===== src/sv/grid_frequency_lock_qualifier_assert.svh =====
// Assertion helpers for the grid frequency lock qualifier
`ifndef GRID_FREQUENCY_LOCK_QUALIFIER_ASSERT_SVH
`define GRID_FREQUENCY_LOCK_QUALIFIER_ASSERT_SVH

`ifndef SYNTHESIS
`define GFLQ_ASSERT(lbl, clk, rstn, prop) \
  lbl: assert property (@(posedge clk) disable iff (!rstn) prop) \
    else $error("gflq assertion failed");
`define GFLQ_ASSERT_NEVER(lbl, clk, rstn, prop) \
  lbl: assert property (@(posedge clk) disable iff (!rstn) !(prop)) \
    else $error("gflq forbidden condition seen");
`else
`define GFLQ_ASSERT(lbl, clk, rstn, prop)
`define GFLQ_ASSERT_NEVER(lbl, clk, rstn, prop)
`endif

`endif


===== src/sv/gflq_pkg.sv =====
`default_nettype none

package gflq_pkg;

  localparam int unsigned AvgLog2  = 5;
  localparam int unsigned TicksW   = 16;
  localparam int unsigned SumW     = TicksW + AvgLog2;
  localparam int unsigned HzW      = 6;
  localparam int unsigned CountW   = 8;
  localparam int unsigned CfgIdxW  = 3;
  localparam int unsigned InDataW  = 40;
  localparam int unsigned OutDataW = 40;

  localparam logic [HzW-1:0] Hz60 = 6'd60;
  localparam logic [HzW-1:0] Hz50 = 6'd50;
  localparam logic [HzW-1:0] HzNone = 6'd0;

  typedef enum logic {
    OP_SAMPLE     = 1'b0,
    OP_RESET_LOCK = 1'b1
  } op_e;

  typedef enum logic [CfgIdxW-1:0] {
    CFG_WIN60_MAX   = 3'd0,
    CFG_WIN60_MIN   = 3'd1,
    CFG_WIN50_MAX   = 3'd2,
    CFG_WIN50_MIN   = 3'd3,
    CFG_LIMIT_MAX   = 3'd4,
    CFG_LIMIT_MIN   = 3'd5,
    CFG_LOCK_SAMP   = 3'd6,
    CFG_FAULT_CLEAR = 3'd7
  } cfg_idx_e;

  // Highest member first so period_ticks lands in the lowest bits
  typedef struct packed {
    logic              high_freq_fault;
    logic              low_freq_fault;
    logic              grid_low_fault;
    logic              in_start_state;
    logic [TicksW-1:0] alt_period_ticks;
    logic [TicksW-1:0] period_ticks;
  } sample_t;

  // Highest member first so class_hz lands in the lowest bits
  typedef struct packed {
    logic [TicksW-1:0] average_period;
    logic              average_valid;
    logic              clear_high_fault;
    logic              clear_low_fault;
    logic [HzW-1:0]    locked_hz;
    logic              is_locked;
    logic              lock_event;
    logic [HzW-1:0]    class_hz;
  } result_t;

endpackage

`default_nettype wire


===== src/sv/grid_frequency_lock_qualifier.sv =====
// Grid frequency lock qualifier. Takes one mains-cycle word per clock and
// returns one result word per input word; the input word passes through the
// input register, then the result register. Full rate: a new word is accepted
// every cycle while the result side keeps up; a stalled result holds the
// input register and then the input side. Operation in tuser: 0 takes a
// period sample, 1 clears the lock search. The period used is the secondary
// capture when nonzero, else the primary. Every 32 samples the word carries
// the mean period. Configuration writes take effect at once and are meant to
// be made while no word is in flight.
`default_nettype none

module grid_frequency_lock_qualifier
  import gflq_pkg::*;
(
  input  wire logic                 clk_i,
  input  wire logic                 rst_ni,
  input  wire logic                 cfg_we_i,
  input  wire logic [CfgIdxW-1:0]   cfg_index_i,
  input  wire logic [TicksW-1:0]    cfg_data_i,
  input  wire logic                 s_axis_tvalid,
  output      logic                 s_axis_tready,
  // period_ticks, alt_period_ticks, in_start_state, grid_low_fault,
  // low_freq_fault, high_freq_fault, zero fill
  input  wire logic [InDataW-1:0]   s_axis_tdata,
  // op
  input  wire logic                 s_axis_tuser,
  output      logic                 m_axis_tvalid,
  input  wire logic                 m_axis_tready,
  // class_hz, lock_event, is_locked, locked_hz, clear_low_fault,
  // clear_high_fault, average_valid, average_period, zero fill
  output      logic [OutDataW-1:0]  m_axis_tdata
);

  `include "grid_frequency_lock_qualifier_assert.svh"

  localparam int unsigned ResW = $bits(result_t);

  logic [TicksW-1:0] win60_max_q, win60_min_q, win50_max_q, win50_min_q;
  logic [TicksW-1:0] limit_max_q, limit_min_q;
  logic [CountW-1:0] lock_samples_q, fault_clear_q;

  logic              in_valid_q;
  op_e               in_op_q;
  sample_t           in_word_q;
  logic              out_valid_q;
  result_t           out_q;

  logic [CountW-1:0] match_count_q, match_count_d;
  logic [HzW-1:0]    candidate_q, candidate_d;
  logic [HzW-1:0]    lock_hz_q, lock_hz_d;
  logic              lock_flag_q, lock_flag_d;
  logic [CountW-1:0] low_good_q, low_good_d;
  logic [CountW-1:0] high_good_q, high_good_d;
  logic [SumW-1:0]   period_sum_q, period_sum_d;
  logic [AvgLog2-1:0] sample_count_q, sample_count_d;

  logic              advance;
  logic [TicksW-1:0] period;
  logic [SumW-1:0]   sum_next;
  logic [HzW-1:0]    cls;
  logic              in_limit;
  result_t           res_d;

  assign advance       = in_valid_q && (!out_valid_q || m_axis_tready);
  assign s_axis_tready = !in_valid_q || advance;
  assign m_axis_tvalid = out_valid_q;
  assign m_axis_tdata  = {{(OutDataW - ResW){1'b0}}, out_q};

  always_ff @(posedge clk_i or negedge rst_ni) begin
    if (!rst_ni) begin
      win60_max_q    <= '0;
      win60_min_q    <= '0;
      win50_max_q    <= '0;
      win50_min_q    <= '0;
      limit_max_q    <= '0;
      limit_min_q    <= '0;
      lock_samples_q <= 8'd8;
      fault_clear_q  <= 8'd8;
    end else if (cfg_we_i) begin
      case (cfg_idx_e'(cfg_index_i))
        CFG_WIN60_MAX:   win60_max_q    <= cfg_data_i;
        CFG_WIN60_MIN:   win60_min_q    <= cfg_data_i;
        CFG_WIN50_MAX:   win50_max_q    <= cfg_data_i;
        CFG_WIN50_MIN:   win50_min_q    <= cfg_data_i;
        CFG_LIMIT_MAX:   limit_max_q    <= cfg_data_i;
        CFG_LIMIT_MIN:   limit_min_q    <= cfg_data_i;
        CFG_LOCK_SAMP:   lock_samples_q <= cfg_data_i[CountW-1:0];
        CFG_FAULT_CLEAR: fault_clear_q  <= cfg_data_i[CountW-1:0];
        default: ;
      endcase
    end
  end

  always_comb begin
    period   = (in_word_q.alt_period_ticks != '0) ? in_word_q.alt_period_ticks
                                                  : in_word_q.period_ticks;
    sum_next = period_sum_q + SumW'(period);
    in_limit = (period <= limit_max_q) && (period >= limit_min_q);
    if ((period <= win60_max_q) && (period >= win60_min_q)) begin
      cls = Hz60;
    end else if ((period <= win50_max_q) && (period >= win50_min_q)) begin
      cls = Hz50;
    end else begin
      cls = HzNone;
    end

    match_count_d  = match_count_q;
    candidate_d    = candidate_q;
    lock_hz_d      = lock_hz_q;
    lock_flag_d    = lock_flag_q;
    low_good_d     = low_good_q;
    high_good_d    = high_good_q;
    period_sum_d   = period_sum_q;
    sample_count_d = sample_count_q;
    res_d          = '0;

    if (in_op_q == OP_RESET_LOCK) begin
      match_count_d = '0;
      candidate_d   = '0;
      lock_hz_d     = '0;
    end else begin
      sample_count_d = sample_count_q + 1'b1;
      if (sample_count_q == '1) begin
        period_sum_d         = '0;
        res_d.average_valid  = 1'b1;
        res_d.average_period = sum_next[SumW-1:AvgLog2];
      end else begin
        period_sum_d = sum_next;
      end

      if (!in_word_q.grid_low_fault) begin
        res_d.class_hz = cls;
        if (in_word_q.in_start_state) begin
          if (cls == HzNone) begin
            match_count_d = '0;
          end else if (match_count_q == '0) begin
            candidate_d   = cls;
            match_count_d = 8'd1;
          end else if (cls == candidate_q) begin
            if (!lock_flag_q) begin
              match_count_d = match_count_q + 1'b1;
              if (match_count_q >= lock_samples_q) begin
                lock_hz_d        = candidate_q;
                lock_flag_d      = 1'b1;
                res_d.lock_event = 1'b1;
              end
            end
          end else begin
            match_count_d = '0;
          end
        end else if (in_limit) begin
          if (in_word_q.low_freq_fault) begin
            low_good_d = low_good_q + 1'b1;
            if (low_good_q >= fault_clear_q) begin
              low_good_d            = '0;
              res_d.clear_low_fault = 1'b1;
            end
          end
          if (in_word_q.high_freq_fault) begin
            high_good_d = high_good_q + 1'b1;
            if (high_good_q >= fault_clear_q) begin
              high_good_d            = '0;
              res_d.clear_high_fault = 1'b1;
            end
          end
        end
      end
    end
    res_d.is_locked = lock_flag_d;
    res_d.locked_hz = lock_hz_d;
  end

  always_ff @(posedge clk_i or negedge rst_ni) begin
    if (!rst_ni) begin
      in_valid_q     <= 1'b0;
      out_valid_q    <= 1'b0;
      match_count_q  <= '0;
      candidate_q    <= '0;
      lock_hz_q      <= '0;
      lock_flag_q    <= 1'b0;
      low_good_q     <= '0;
      high_good_q    <= '0;
      period_sum_q   <= '0;
      sample_count_q <= '0;
    end else begin
      if (s_axis_tready) begin
        in_valid_q <= s_axis_tvalid;
      end
      if (advance) begin
        out_valid_q    <= 1'b1;
        match_count_q  <= match_count_d;
        candidate_q    <= candidate_d;
        lock_hz_q      <= lock_hz_d;
        lock_flag_q    <= lock_flag_d;
        low_good_q     <= low_good_d;
        high_good_q    <= high_good_d;
        period_sum_q   <= period_sum_d;
        sample_count_q <= sample_count_d;
      end else if (m_axis_tready) begin
        out_valid_q <= 1'b0;
      end
    end
  end

  always_ff @(posedge clk_i) begin
    if (s_axis_tvalid && s_axis_tready) begin
      in_op_q   <= op_e'(s_axis_tuser);
      in_word_q <= s_axis_tdata[$bits(sample_t)-1:0];
    end
    if (advance) begin
      out_q <= res_d;
    end
  end

  `GFLQ_ASSERT(a_lock_event_has_hz, clk_i, rst_ni,
    (out_valid_q && out_q.lock_event) |-> (out_q.is_locked && out_q.locked_hz != HzNone))
  `GFLQ_ASSERT(a_avg_idle_zero, clk_i, rst_ni,
    (out_valid_q && !out_q.average_valid) |-> (out_q.average_period == '0))
  `GFLQ_ASSERT(a_class_legal, clk_i, rst_ni,
    out_valid_q |-> (out_q.class_hz == HzNone || out_q.class_hz == Hz50 ||
                     out_q.class_hz == Hz60))
  `GFLQ_ASSERT_NEVER(a_lock_sticky, clk_i, rst_ni, $fell(lock_flag_q))
  `GFLQ_ASSERT(a_avg_clears_sum, clk_i, rst_ni,
    (advance && res_d.average_valid) |=> (period_sum_q == '0 && sample_count_q == '0))

endmodule

`default_nettype wire


===== config.mk =====
export PLATFORM = sky130hd
export DESIGN_NAME = grid_frequency_lock_qualifier
export DESIGN_NICKNAME = d
export VERILOG_FILES = /design/src/sv/gflq_pkg.sv /design/src/sv/grid_frequency_lock_qualifier.sv
export VERILOG_INCLUDE_DIRS = /design/src /design/src/sv
export SDC_FILE = /design/constraint.sdc
export NUM_CORES = 1
export LEC_CHECK = 0
export BUFFER_PORTS_ARGS = -buffer_cell sky130_fd_sc_hd__buf_2
export CAP_MARGIN = 20
export CELL_PAD_IN_SITES_DETAIL_PLACEMENT = 1
export CELL_PAD_IN_SITES_GLOBAL_PLACEMENT = 1
export CORE_UTILIZATION = 40
export CTS_CLUSTER_SIZE = 40
export DETAILED_ROUTE_END_ITERATION = 10
export PLACE_DENSITY = 0.74
export SYNTH_ARGS = -nofsm -noshare
export SYNTH_HDL_FRONTEND = slang
export SYNTH_SLANG_ARGS = --single-unit

===== constraint.sdc =====
create_clock -name clk_i -period 9.2 [get_ports clk_i]
set_input_delay 1.84 -clock clk_i [delete_from_list [all_inputs] [get_ports clk_i]]
set_output_delay 1.84 -clock clk_i [all_outputs]
set_load 0.05 [all_outputs]

## After elaboration in Yosys (flattened, before gate mapping)

Cells that the tools add are included.

- Bits in registers: 247
- Bits in latches: 0
- Bits in writable memories: 0
- ROM bits: 0
- Input bits: 65
- Output and inout bits: 42
- Word-level logic and storage cells: 140
- Memories kept: 0

- $add $sub $neg: 5
- $mul: 0
- Divide/modulo/power cells: 0
- $lt $le $gt $ge: 9
- Equal/unequal tests: 12
- Shift-type cells: 0
- Mux-type cells: 39
- Bitwise operators: 8
- Reductions and logical operators: 34

Operators by type and width:

| kind | count |
|---|---|
| $mux 6 | 15 |
| $mux 8 | 9 |
| $ge 16x16->1 | 3 |
| $le 16x16->1 | 3 |
| $add 8x1->8 const B | 3 |
| $ge 8x8->1 | 3 |
| $add 21x16->21 | 1 |
| $mux 21 | 1 |
| $reduce_and 2->1 | 9 |
| $mux 16 | 1 |
| $reduce_bool 16->1 | 1 |
| $mux 1 | 13 |
| $eq 3x3->1 const B | 4 |
| $reduce_and 6->1 | 2 |
| $reduce_or 5->1 | 2 |
| $logic_not 8->1 | 1 |
| $not 1->1 | 8 |
| $reduce_or 7->1 | 1 |
| $eq 3x2->1 const B | 2 |
| $eq 6x6->1 | 1 |
| $logic_not 6->1 | 1 |
| $reduce_bool 2->1 | 3 |
| $add 5x1->5 const B | 1 |
| $eq 5x5->1 const B | 1 |
| other kinds (10) | 18 |

## Logic depth before layout (Yosys ltp)

Gate-level depths: netlist of run 1.

- Word-level depth: 13
- Gate-level depth with buffers: 17
- Gate-level depth less buffers: 16

## Worst setup path after synthesis of run 1

OpenSTA, ideal clock, no wires.

- Kind: in2out
- Start point: input m_axis_tready
- End point: output s_axis_tready
- Arrival time: 2.323 ns
- Path slack: 5.037 ns
- Stages on the path: 1
- Buffers on the path: 0
- Cells stage by stage: nand3b_1

- Cells in the longest elaborated chain, start to end: 3

Ends and longest elaborated chain:

| what | line | source |
|---|---|---|
| start: declaration | grid_frequency_lock_qualifier.sv:28 | `input wire logic m_axis_tready,` |
| $logic_or 1x1->1 | grid_frequency_lock_qualifier.sv:64 | `assign advance = in_valid_q && (!out_valid_q \|\| m_axis_tready);` |
| $logic_and 1x1->1 | grid_frequency_lock_qualifier.sv:64 |  |
| $logic_or 1x1->1 | grid_frequency_lock_qualifier.sv:65 | `assign s_axis_tready = !in_valid_q \|\| advance;` |
| end: declaration | grid_frequency_lock_qualifier.sv:21 | `output logic s_axis_tready,` |

No other way between the ends.

## Worst setup path after layout of run 1

- Start point: register in_word_q[18] (netlist name)
- End point: register out_q (netlist bit m_axis_tdata[32]) (data pin)

- Cells in the longest elaborated chain, start to end: 3

Ends and longest elaborated chain:

| what | line | source |
|---|---|---|
| start: declaration | grid_frequency_lock_qualifier.sv:44 | `sample_t in_word_q;` |
| start signal: assignment | grid_frequency_lock_qualifier.sv:208 | `in_word_q <= s_axis_tdata[$bits(sample_t)-1:0];` |
| $reduce_bool 16->1 | grid_frequency_lock_qualifier.sv:95 | `period = (in_word_q.alt_period_ticks != '0) ? in_word_q.alt_period_ticks` |
| $mux 16 (*) | grid_frequency_lock_qualifier.sv:95 |  |
| $add 21x16->21 (*) | grid_frequency_lock_qualifier.sv:97 | `sum_next = period_sum_q + SumW'(period);` |
| end signal: assignment | grid_frequency_lock_qualifier.sv:211 | `out_q <= res_d;` |
| end: declaration | grid_frequency_lock_qualifier.sv:46 | `result_t out_q;` |

Every way passes the cells marked *; elsewhere a longest branch is shown, timed or not.
A chain may end at the register's enable or synchronous reset.

==> flow_metrics.env, run 1 <==
export IMPL_synth_top_cells_by_area="dfrtp_1 (32%), edfxtp_1 (15%), ha_1 (13%)"
export IMPL_yosys_warnings=0
export IMPL_synth_yosys_seq_area_share_pct=48.0
export IMPL_cp_slowest_stage_delay_ns=0.76
export IMPL_reg2regPathDepth=15
export IMPL_antenna_left=0
export IMPL_grt_max_degree=69
export IMPL_nets=1563
export IMPL_worstPathArrival_ns=5.92
export IMPL_rows=66
export IMPL_start_kind="flop"
export IMPL_clock_path_buffers=3
export IMPL_tritoncts="done"
export IMPL_ys_async_sr_fraction_pct=72.2
export IMPL_synth_edf_count=67
export IMPL_syn_area_per_cell_um2=10.5
export IMPL_clkLatencyLatePin_ns=0.56
export IMPL_fp_dieH_um=184
export IMPL_r2r_end="m_axis_tdata[32]"
export IMPL_holdPathStages=1
export IMPL_io_pins=107
export IMPL_ys_types=71
export IMPL_max_vdd_ir_drop_mv=0.142
export IMPL_rsz0062_at_grt="false"
export IMPL_gp_routability_congestion=0.788
export IMPL_cpMostUsedCell="inv_1"
export IMPL_syn_cell_area_mm2=0.0133
export IMPL_ys_top_cells_by_count="dfrtp_1 (172), ha_1 (142), inv_1 (130)"
export IMPL_syn_inst=1261
export IMPL_core_area_mm2=0.0326
export IMPL_hold_viol_final=0
export IMPL_clkSinkCount=241
export IMPL_drc=0
export IMPL_cap_violations=0
export IMPL_setup_ws_ns=3.56
export IMPL_ys_flop_type="dfrtp_1"
export IMPL_fin_crit_ns=5.64
export IMPL_slew_violations=0
export IMPL_port_buffers=94
export IMPL_initial_utilization_pct=40.7
export IMPL_dpl_hpwl_um=23900
export IMPL_worstReg2RegStart="in_word_q[18]"
export IMPL_critPathRequiredTime_ns=9.49
export IMPL_path_delay_family="compound AO/OA/AOI/OAI gates"
export IMPL_nFillCells=3616
export IMPL_p_per_area_mw_per_mm2=239
export IMPL_synth_top_area_cell="dfrtp_1"
export IMPL_yosys_area_top_type_share_pct=32.4
export IMPL_skew_ns=0.0205
export IMPL_ff_latch_area_mm2=0.00637
export IMPL_setup_viol=0
export IMPL_dp_slack_ns=3.59
export IMPL_grt_first_pass_wirelength_um=54800
export IMPL_fmax_mhz=177
export IMPL_overflow=0
export IMPL_cts_hold_buf=0
export IMPL_synth_seq_cells=241
export IMPL_cp_slowest_cell="and4_1"
export IMPL_r2r_setup_slack_ns=3.56
export IMPL_cp_end_kind="flop"
export IMPL_setup_tns_ns=0
export IMPL_wl_um=33200
export IMPL_antenna_found_initial=1
export IMPL_p_leak_nw=7.00
export IMPL_vias_per_cell=5.36
export IMPL_cts_htree_levels=1
export IMPL_whs_endpoint="lock_hz_q[0]"
export IMPL_synth_most_common_cell="dfrtp_1"
export IMPL_multiInputGateArea_mm2=0.00621
export IMPL_dieArea_mm2=0.0339
export IMPL_crit_fanout=16
export IMPL_firstDrtPassIters=5
export IMPL_worstPathCellList="nor4_1 -> and4_1 -> a21oi_1 -> inv_1 -> ha_1 -> inv_1 -> fa_1 -> nor2b_1 -> o31ai_1 -> a2111oi_0 -> o2111ai_1 -> a31oi_1 -> and3_1 -> xnor2_1 -> nor2_1"
export IMPL_grt_use_total_pct=20.5
export IMPL_die_x_um=184
export IMPL_critPathKind="reg2reg"
export IMPL_maxSlewHeadroom_pct=33.1
export IMPL_post_drt_wl_per_cell_um=18.2
export IMPL_worstHoldStart="lock_hz_q[0]"
export IMPL_power_total_mw=3.63
export IMPL_clk_pin_slew_ns=0.06
export IMPL_vias=9756
export IMPL_cts_resized=0
export IMPL_fin_crit_sh_pct=61.3
export IMPL_status="finished, final reports clean"
export IMPL_hold_ws_ns=0.483
export IMPL_post_cts_buffers=0
export IMPL_crit_buf_inv=2
export IMPL_hold_class="reg2reg"
export IMPL_tightest_slew_ns=0.999
export IMPL_crit_start="in_word_q[18]"
export IMPL_syn_to_final_growth_pct=14.5
export IMPL_numCtsBuffers=29
export IMPL_clockRootBuffer="clkbuf_16"
export IMPL_drive_above_1_share_pct=16.5
export IMPL_drt_iter0_markers=478
export IMPL_grt_pass1_vias=10292
## worst reg2reg max path, cell delays in order (launching register included)
cell and delay (ns):
edfxtp_1 0.41, nor4_1 0.55, and4_1 0.76, a21oi_1 0.48, inv_1 0.16, ha_1 0.20, inv_1 0.07, fa_1 0.39
nor2b_1 0.23, o31ai_1 0.15, a2111oi_0 0.69, o2111ai_1 0.27, a31oi_1 0.53, and3_1 0.31, xnor2_1 0.13, nor2_1 0.05
## layout by cell type, fill, tap and decap left out, types with 5 or more instances in the layout
| cell | netlist | layout |
|---|---|---|
| nor3_1 | 17 | 15 |
| buf_2 | 3 | 94 |
| nor2b_1 | 14 | 14 |
| buf_4 | 10 | 9 |
| xor2_1 | 7 | 7 |
| and2_1 | 16 | 15 |
| nand2b_1 | 21 | 21 |
| nand4_1 | 20 | 20 |
| nor4_1 | 7 | 7 |
| xnor2_1 | 9 | 9 |
| conb_1 | 1 | 8 |
| a2111oi_0 | 5 | 5 |
| o22ai_1 | 6 | 6 |
| clkinv_2 | 0 | 8 |
| o21a_1 | 15 | 15 |
| o21ai_1 | 5 | 5 |
| o21ai_0 | 108 | 108 |
| a221o_1 | 5 | 5 |
| nand3_1 | 26 | 26 |
| nor2_1 | 30 | 30 |
| a22o_1 | 9 | 9 |
| o41ai_1 | 5 | 5 |
| and4_1 | 6 | 6 |
| clkbuf_16 | 0 | 30 |
| and3_1 | 14 | 14 |
| o31ai_1 | 10 | 10 |
| o211ai_1 | 7 | 7 |
| ha_1 | 142 | 142 |
| nand2_1 | 121 | 121 |
| dfrtp_1 | 172 | 172 |
| a21o_1 | 35 | 35 |
| a211oi_1 | 9 | 9 |
| a21oi_1 | 50 | 50 |
| inv_1 | 130 | 130 |
| edfxtp_1 | 67 | 67 |
| mux2_2 | 52 | 52 |
## through the flow
| step | cell area, um2 | std cells | utilization, % |
|---|---|---|---|
| 6_report | 15200 | 1821 | 46.6 |
| 4_1_cts | 15200 | 1819 | 46.5 |
| 5_1_grt | 15200 | 1821 | 46.6 |
| 3_5_place_dp | 14200 | 1765 | 43.4 |
| 2_1_floorplan | 13300 | 1268 | - |
| 3_3_place_gp | 14200 | 1765 | 43.4 |
## logic make-up (layout without fill, tap and decap cells)
| kind of cell | after synthesis | count (layout) | synth area share (%) |
|---|---|---|---|
| adder cells (fa/ha/maj) | 143 | 143 | 13.5 |
| flip-flops | 241 | 241 | 48.0 |
| AO/OA/AOI/OAI | 308 | 308 | 15.0 |
| multiplexers | 52 | 52 | 4.41 |
| other | 1 | 9 | 0.0283 |
| XOR/XNOR | 16 | 16 | 1.06 |
| AND/OR/NAND/NOR | 321 | 321 | 12.4 |
| buffers and inverters | 179 | 289 | 5.49 |
## routing by layer
metal | wire, um | global-route usage (%) | vias to the layer above | part of all wire, %
met1 | 15300 | 27.2 | 4893 | 46
li1 | - | - | 4694 | -
met4 | 684 | 4.73 | 0 | 2.1
met3 | 820 | 2.15 | 46 | 2.5
met2 | 16300 | 35.7 | 123 | 49
met5 | 0 | 0 | - | 0
## cell type report
cell class	count	area share, %
flip-flops and latches	241	41.9
well taps	442	3.64
clock buffers	33	5.15
inverters	131	3.24
repair buffers	104	3.62
multi-input cells	848	40.9
diodes	1	0.0165
clock inverters	21	1.47
## flip-flops by register name, indices dropped and copies added (netlist names)
signal	flops
limit_min_q	16
win60_min_q	16
in_valid_q	1
m_axis_tvalid	1
m_axis_tdata	30
in_word_q	36
win60_max_q	16
high_good_q	8
candidate_q	3
lock_flag_q	1
fault_clear_q	8
period_sum_q	21
sample_count_q	5
win50_max_q	16
low_good_q	8
win50_min_q	16
lock_samples_q	8
lock_hz_q	6
limit_max_q	16
match_count_q	8
in_op_q	1
## worst max path at each step
stage                  endpoint  slack [ns]  depth (start not counted)
4_1_cts        m_axis_tdata[32]        3.55                         15
3_5_place_dp   m_axis_tdata[32]        3.59                         15
3_3_place_gp   m_axis_tdata[32]        3.71                         15
5_1_grt        m_axis_tdata[32]        3.09                         15
2_1_floorplan     s_axis_tready        5.04                          1
6_report       m_axis_tdata[32]        3.56                         15
## where the power goes
group          leakage (nW)  internal [mW]  switching (mW)  total (mW)
registers              2.81           1.30           0.115        1.42
clock network         0.494          0.723           0.478        1.20
logic                  3.69          0.419           0.590        1.01
total                  7.00           2.44            1.18        3.63
Note: power is estimated with default switching activity, not from simulation.
==> inputs of run 2 (changes only) <==
--- a/config.mk
+++ b/config.mk
@@ -13,7 +13,7 @@
 export CORE_UTILIZATION = 40
 export CTS_CLUSTER_SIZE = 40
 export DETAILED_ROUTE_END_ITERATION = 10
-export PLACE_DENSITY = 0.74
+export PLACE_DENSITY = 0.76
 export SYNTH_ARGS = -nofsm -noshare
 export SYNTH_HDL_FRONTEND = slang
 export SYNTH_SLANG_ARGS = --single-unit
==> constraint.sdc (replaced) <==
create_clock -name clk_i -period 5.15 [get_ports clk_i]
set_input_delay 1.03 -clock clk_i [delete_from_list [all_inputs] [get_ports clk_i]]
set_output_delay 1.03 -clock clk_i [all_outputs]
set_load 0.05 [all_outputs]
==> run 2 against run 1 <==
Sequential share of layout area fell by 0.25 points; first-iteration DRC count rose by 19%; routed wire length increased by 5.0%; via count up 2.3%; sequential power increased by 78%; combinational power is 84% higher; maximum frequency up 24%; critical path type unchanged; critical endpoint unchanged; highest routed layer unchanged.
==> flow_metrics.env, run 2 (synthesis results as in run 1) <==
export IMPL_status="finished, final reports clean"
export IMPL_clockRootBuffer="clkbuf_16"
export IMPL_layout_commonest_cell="dfrtp_1"
export IMPL_initial_utilization_pct=40.7
export IMPL_post_cts_buffers=0
export IMPL_hold_viol_final=0
export IMPL_worstPathArrival_ns=4.83
export IMPL_fin_crit_sh_pct=88.5
export IMPL_clkPwrFrac_pct=30.9
export IMPL_fin_crit_ns=4.56
export IMPL_met2WireLength_um=17300
export IMPL_p_leak_nw=7.06
export IMPL_p_int_mw=4.28
export IMPL_slew_violations=0
export IMPL_diodes=0
export IMPL_syn_to_final_growth_pct=15.2
export IMPL_clk_pin_slew_ns=0.06
export IMPL_antenna_found_initial=0
export IMPL_grt_pass1_vias=10746
export IMPL_p_switching_mw=2.07
export IMPL_critPathKind="reg2reg"
export IMPL_cts_hold_buf=0
export IMPL_post_drt_wl_per_cell_um=18.9
export IMPL_drive_above_1_share_pct=17.0
export IMPL_grt_use_total_pct=21.3
export IMPL_grt_first_pass_wirelength_um=56600
export IMPL_drc=0
export IMPL_port_buffers=94
export IMPL_fp_dieH_um=184
export IMPL_clkLatencyLatePin_ns=0.55
export IMPL_fmax_mhz=219
export IMPL_switching_share_pct=32.6
export IMPL_p_seq_share_pct=39.8
export IMPL_r2r_setup_slack_ns=0.59
export IMPL_tritoncts="done"
export IMPL_dp_slack_ns=0.584
export IMPL_die_x_um=184
export IMPL_numCtsBuffers=29
export IMPL_setup_ws_ns=0.594
export IMPL_gp_routability_congestion=0.846
export IMPL_start_kind="flop"
export IMPL_wl_met1_um=15100
export IMPL_setup_tns_ns=0
export IMPL_cts_htree_levels=1
export IMPL_dpl_hpwl_um=25200
export IMPL_grt_max_degree=93
export IMPL_wl_met3_um=1210
export IMPL_combinationalPowerShare_pct=29.2
export IMPL_hold_class="reg2reg"
export IMPL_antenna_left=0
export IMPL_skew_ns=0.0185
export IMPL_hold_ws_ns=0.466
export IMPL_p_per_area_mw_per_mm2=416
export IMPL_nFillCells=3636
export IMPL_rows=66
export IMPL_firstDrtPassIters=5
export IMPL_drt_iter0_markers=569
export IMPL_crit_fanout=8
export IMPL_largest_reg_flops=36
export IMPL_nets=1586
export IMPL_clock_path_buffers=3
export IMPL_tightest_slew_ns=0.982
export IMPL_final_cell_mix="dfrtp_1 (172), ha_1 (142), inv_1 (130), nand2_1 (121), o21ai_0 (108)"
export IMPL_max_vdd_ir_drop_mv=0.253
export IMPL_critPathRequiredTime_ns=5.43
export IMPL_maxSlewHeadroom_pct=34.3
export IMPL_vias=9980
export IMPL_setup_viol=0
export IMPL_core_area_mm2=0.0326
export IMPL_cap_violations=0
export IMPL_overflow=0
export IMPL_io_pins=107
export IMPL_dieArea_mm2=0.0339
export IMPL_clkSinkCount=241
export IMPL_cts_resized=0
export IMPL_rsz0062_at_grt="false"
export IMPL_route_top_layer_used="met4"
export IMPL_vias_per_cell=5.42
export IMPL_wl_um=34800
export IMPL_largest_register="in_word_q"
export IMPL_cp_end_kind="flop"
==> run 2: changes by cell type in the layout (fill, tap and decap cells not counted), moves of 2 or more <==
cell and delta:
buf_4 +22, clkbuf_1 +12, clkinv_2 -5, clkinvlp_4 -3, buf_8 +2, bufinv_16 -2, clkinv_4 -2
==> run 2: metrics by stage <==
step	total power, mW	instances	utilization [%]	cell area (um2)
2_1_floorplan	3.84	1268	-	13300
5_1_grt	6.75	1842	46.8	15300
3_3_place_gp	4.28	1787	44.0	14300
4_1_cts	6.41	1840	46.7	15200
6_report	6.35	1842	46.8	15300
3_5_place_dp	4.40	1787	44.0	14300
==> run 2: worst max-delay path, cell delays in order (launching register included) <==
cell and delay [ns]:
edfxtp_1 0.40, nor4_1 0.42, and4_1 0.28, buf_4 0.18, a21oi_1 0.15, inv_1 0.08
ha_1 0.18, inv_1 0.06, fa_1 0.37, nor2b_1 0.23, o31ai_1 0.13, a2111oi_0 0.66
o2111ai_1 0.27, a31oi_1 0.24, buf_4 0.19, and3_1 0.23, xnor2_1 0.15, nor2_1 0.06
==> run 2: cell type report <==
class	instances	area, um2	share of cell area [%]
tap	442	553	3.62
inverter	131	492	3.22
clock buffer	45	816	5.34
multi-input combinational	848	6210	40.7
clock inverter	8	91.3	0.598
sequential	241	6370	41.7
timing repair buffer	127	739	4.84
==> run 2: worst paths after layout <==
check | start | end | depth (start not counted)
max | in_word_q[23] | m_axis_tdata[32] | 17
min in group asynchronous | rst_ni | limit_min_q[7] | 1
max reg2reg | in_word_q[23] | m_axis_tdata[32] | 17
min | sample_count_q[3] | sample_count_q[3] | 1
min reg2reg | sample_count_q[3] | sample_count_q[3] | 1
max in group asynchronous | rst_ni | limit_min_q[15] | 2
==> run 2: power groups by stage <==
stage | Sequential (mW) | Combinational [mW] | Clock, mW
global route | 2.57 | 2.10 | 2.08
global placement | 2.54 | 1.74 | 0
finish | 2.53 | 1.86 | 1.96
floorplan | 2.56 | 1.28 | 0
detailed placement | 2.56 | 1.84 | 0
CTS | 2.53 | 1.86 | 2.01
==> run 2: per-layer routing <==
layer	up-vias	track usage, %
li1	4744	-
met1	4993	26.5
met2	174	37.8
met3	69	2.59
met4	0	7.70
met5	-	0
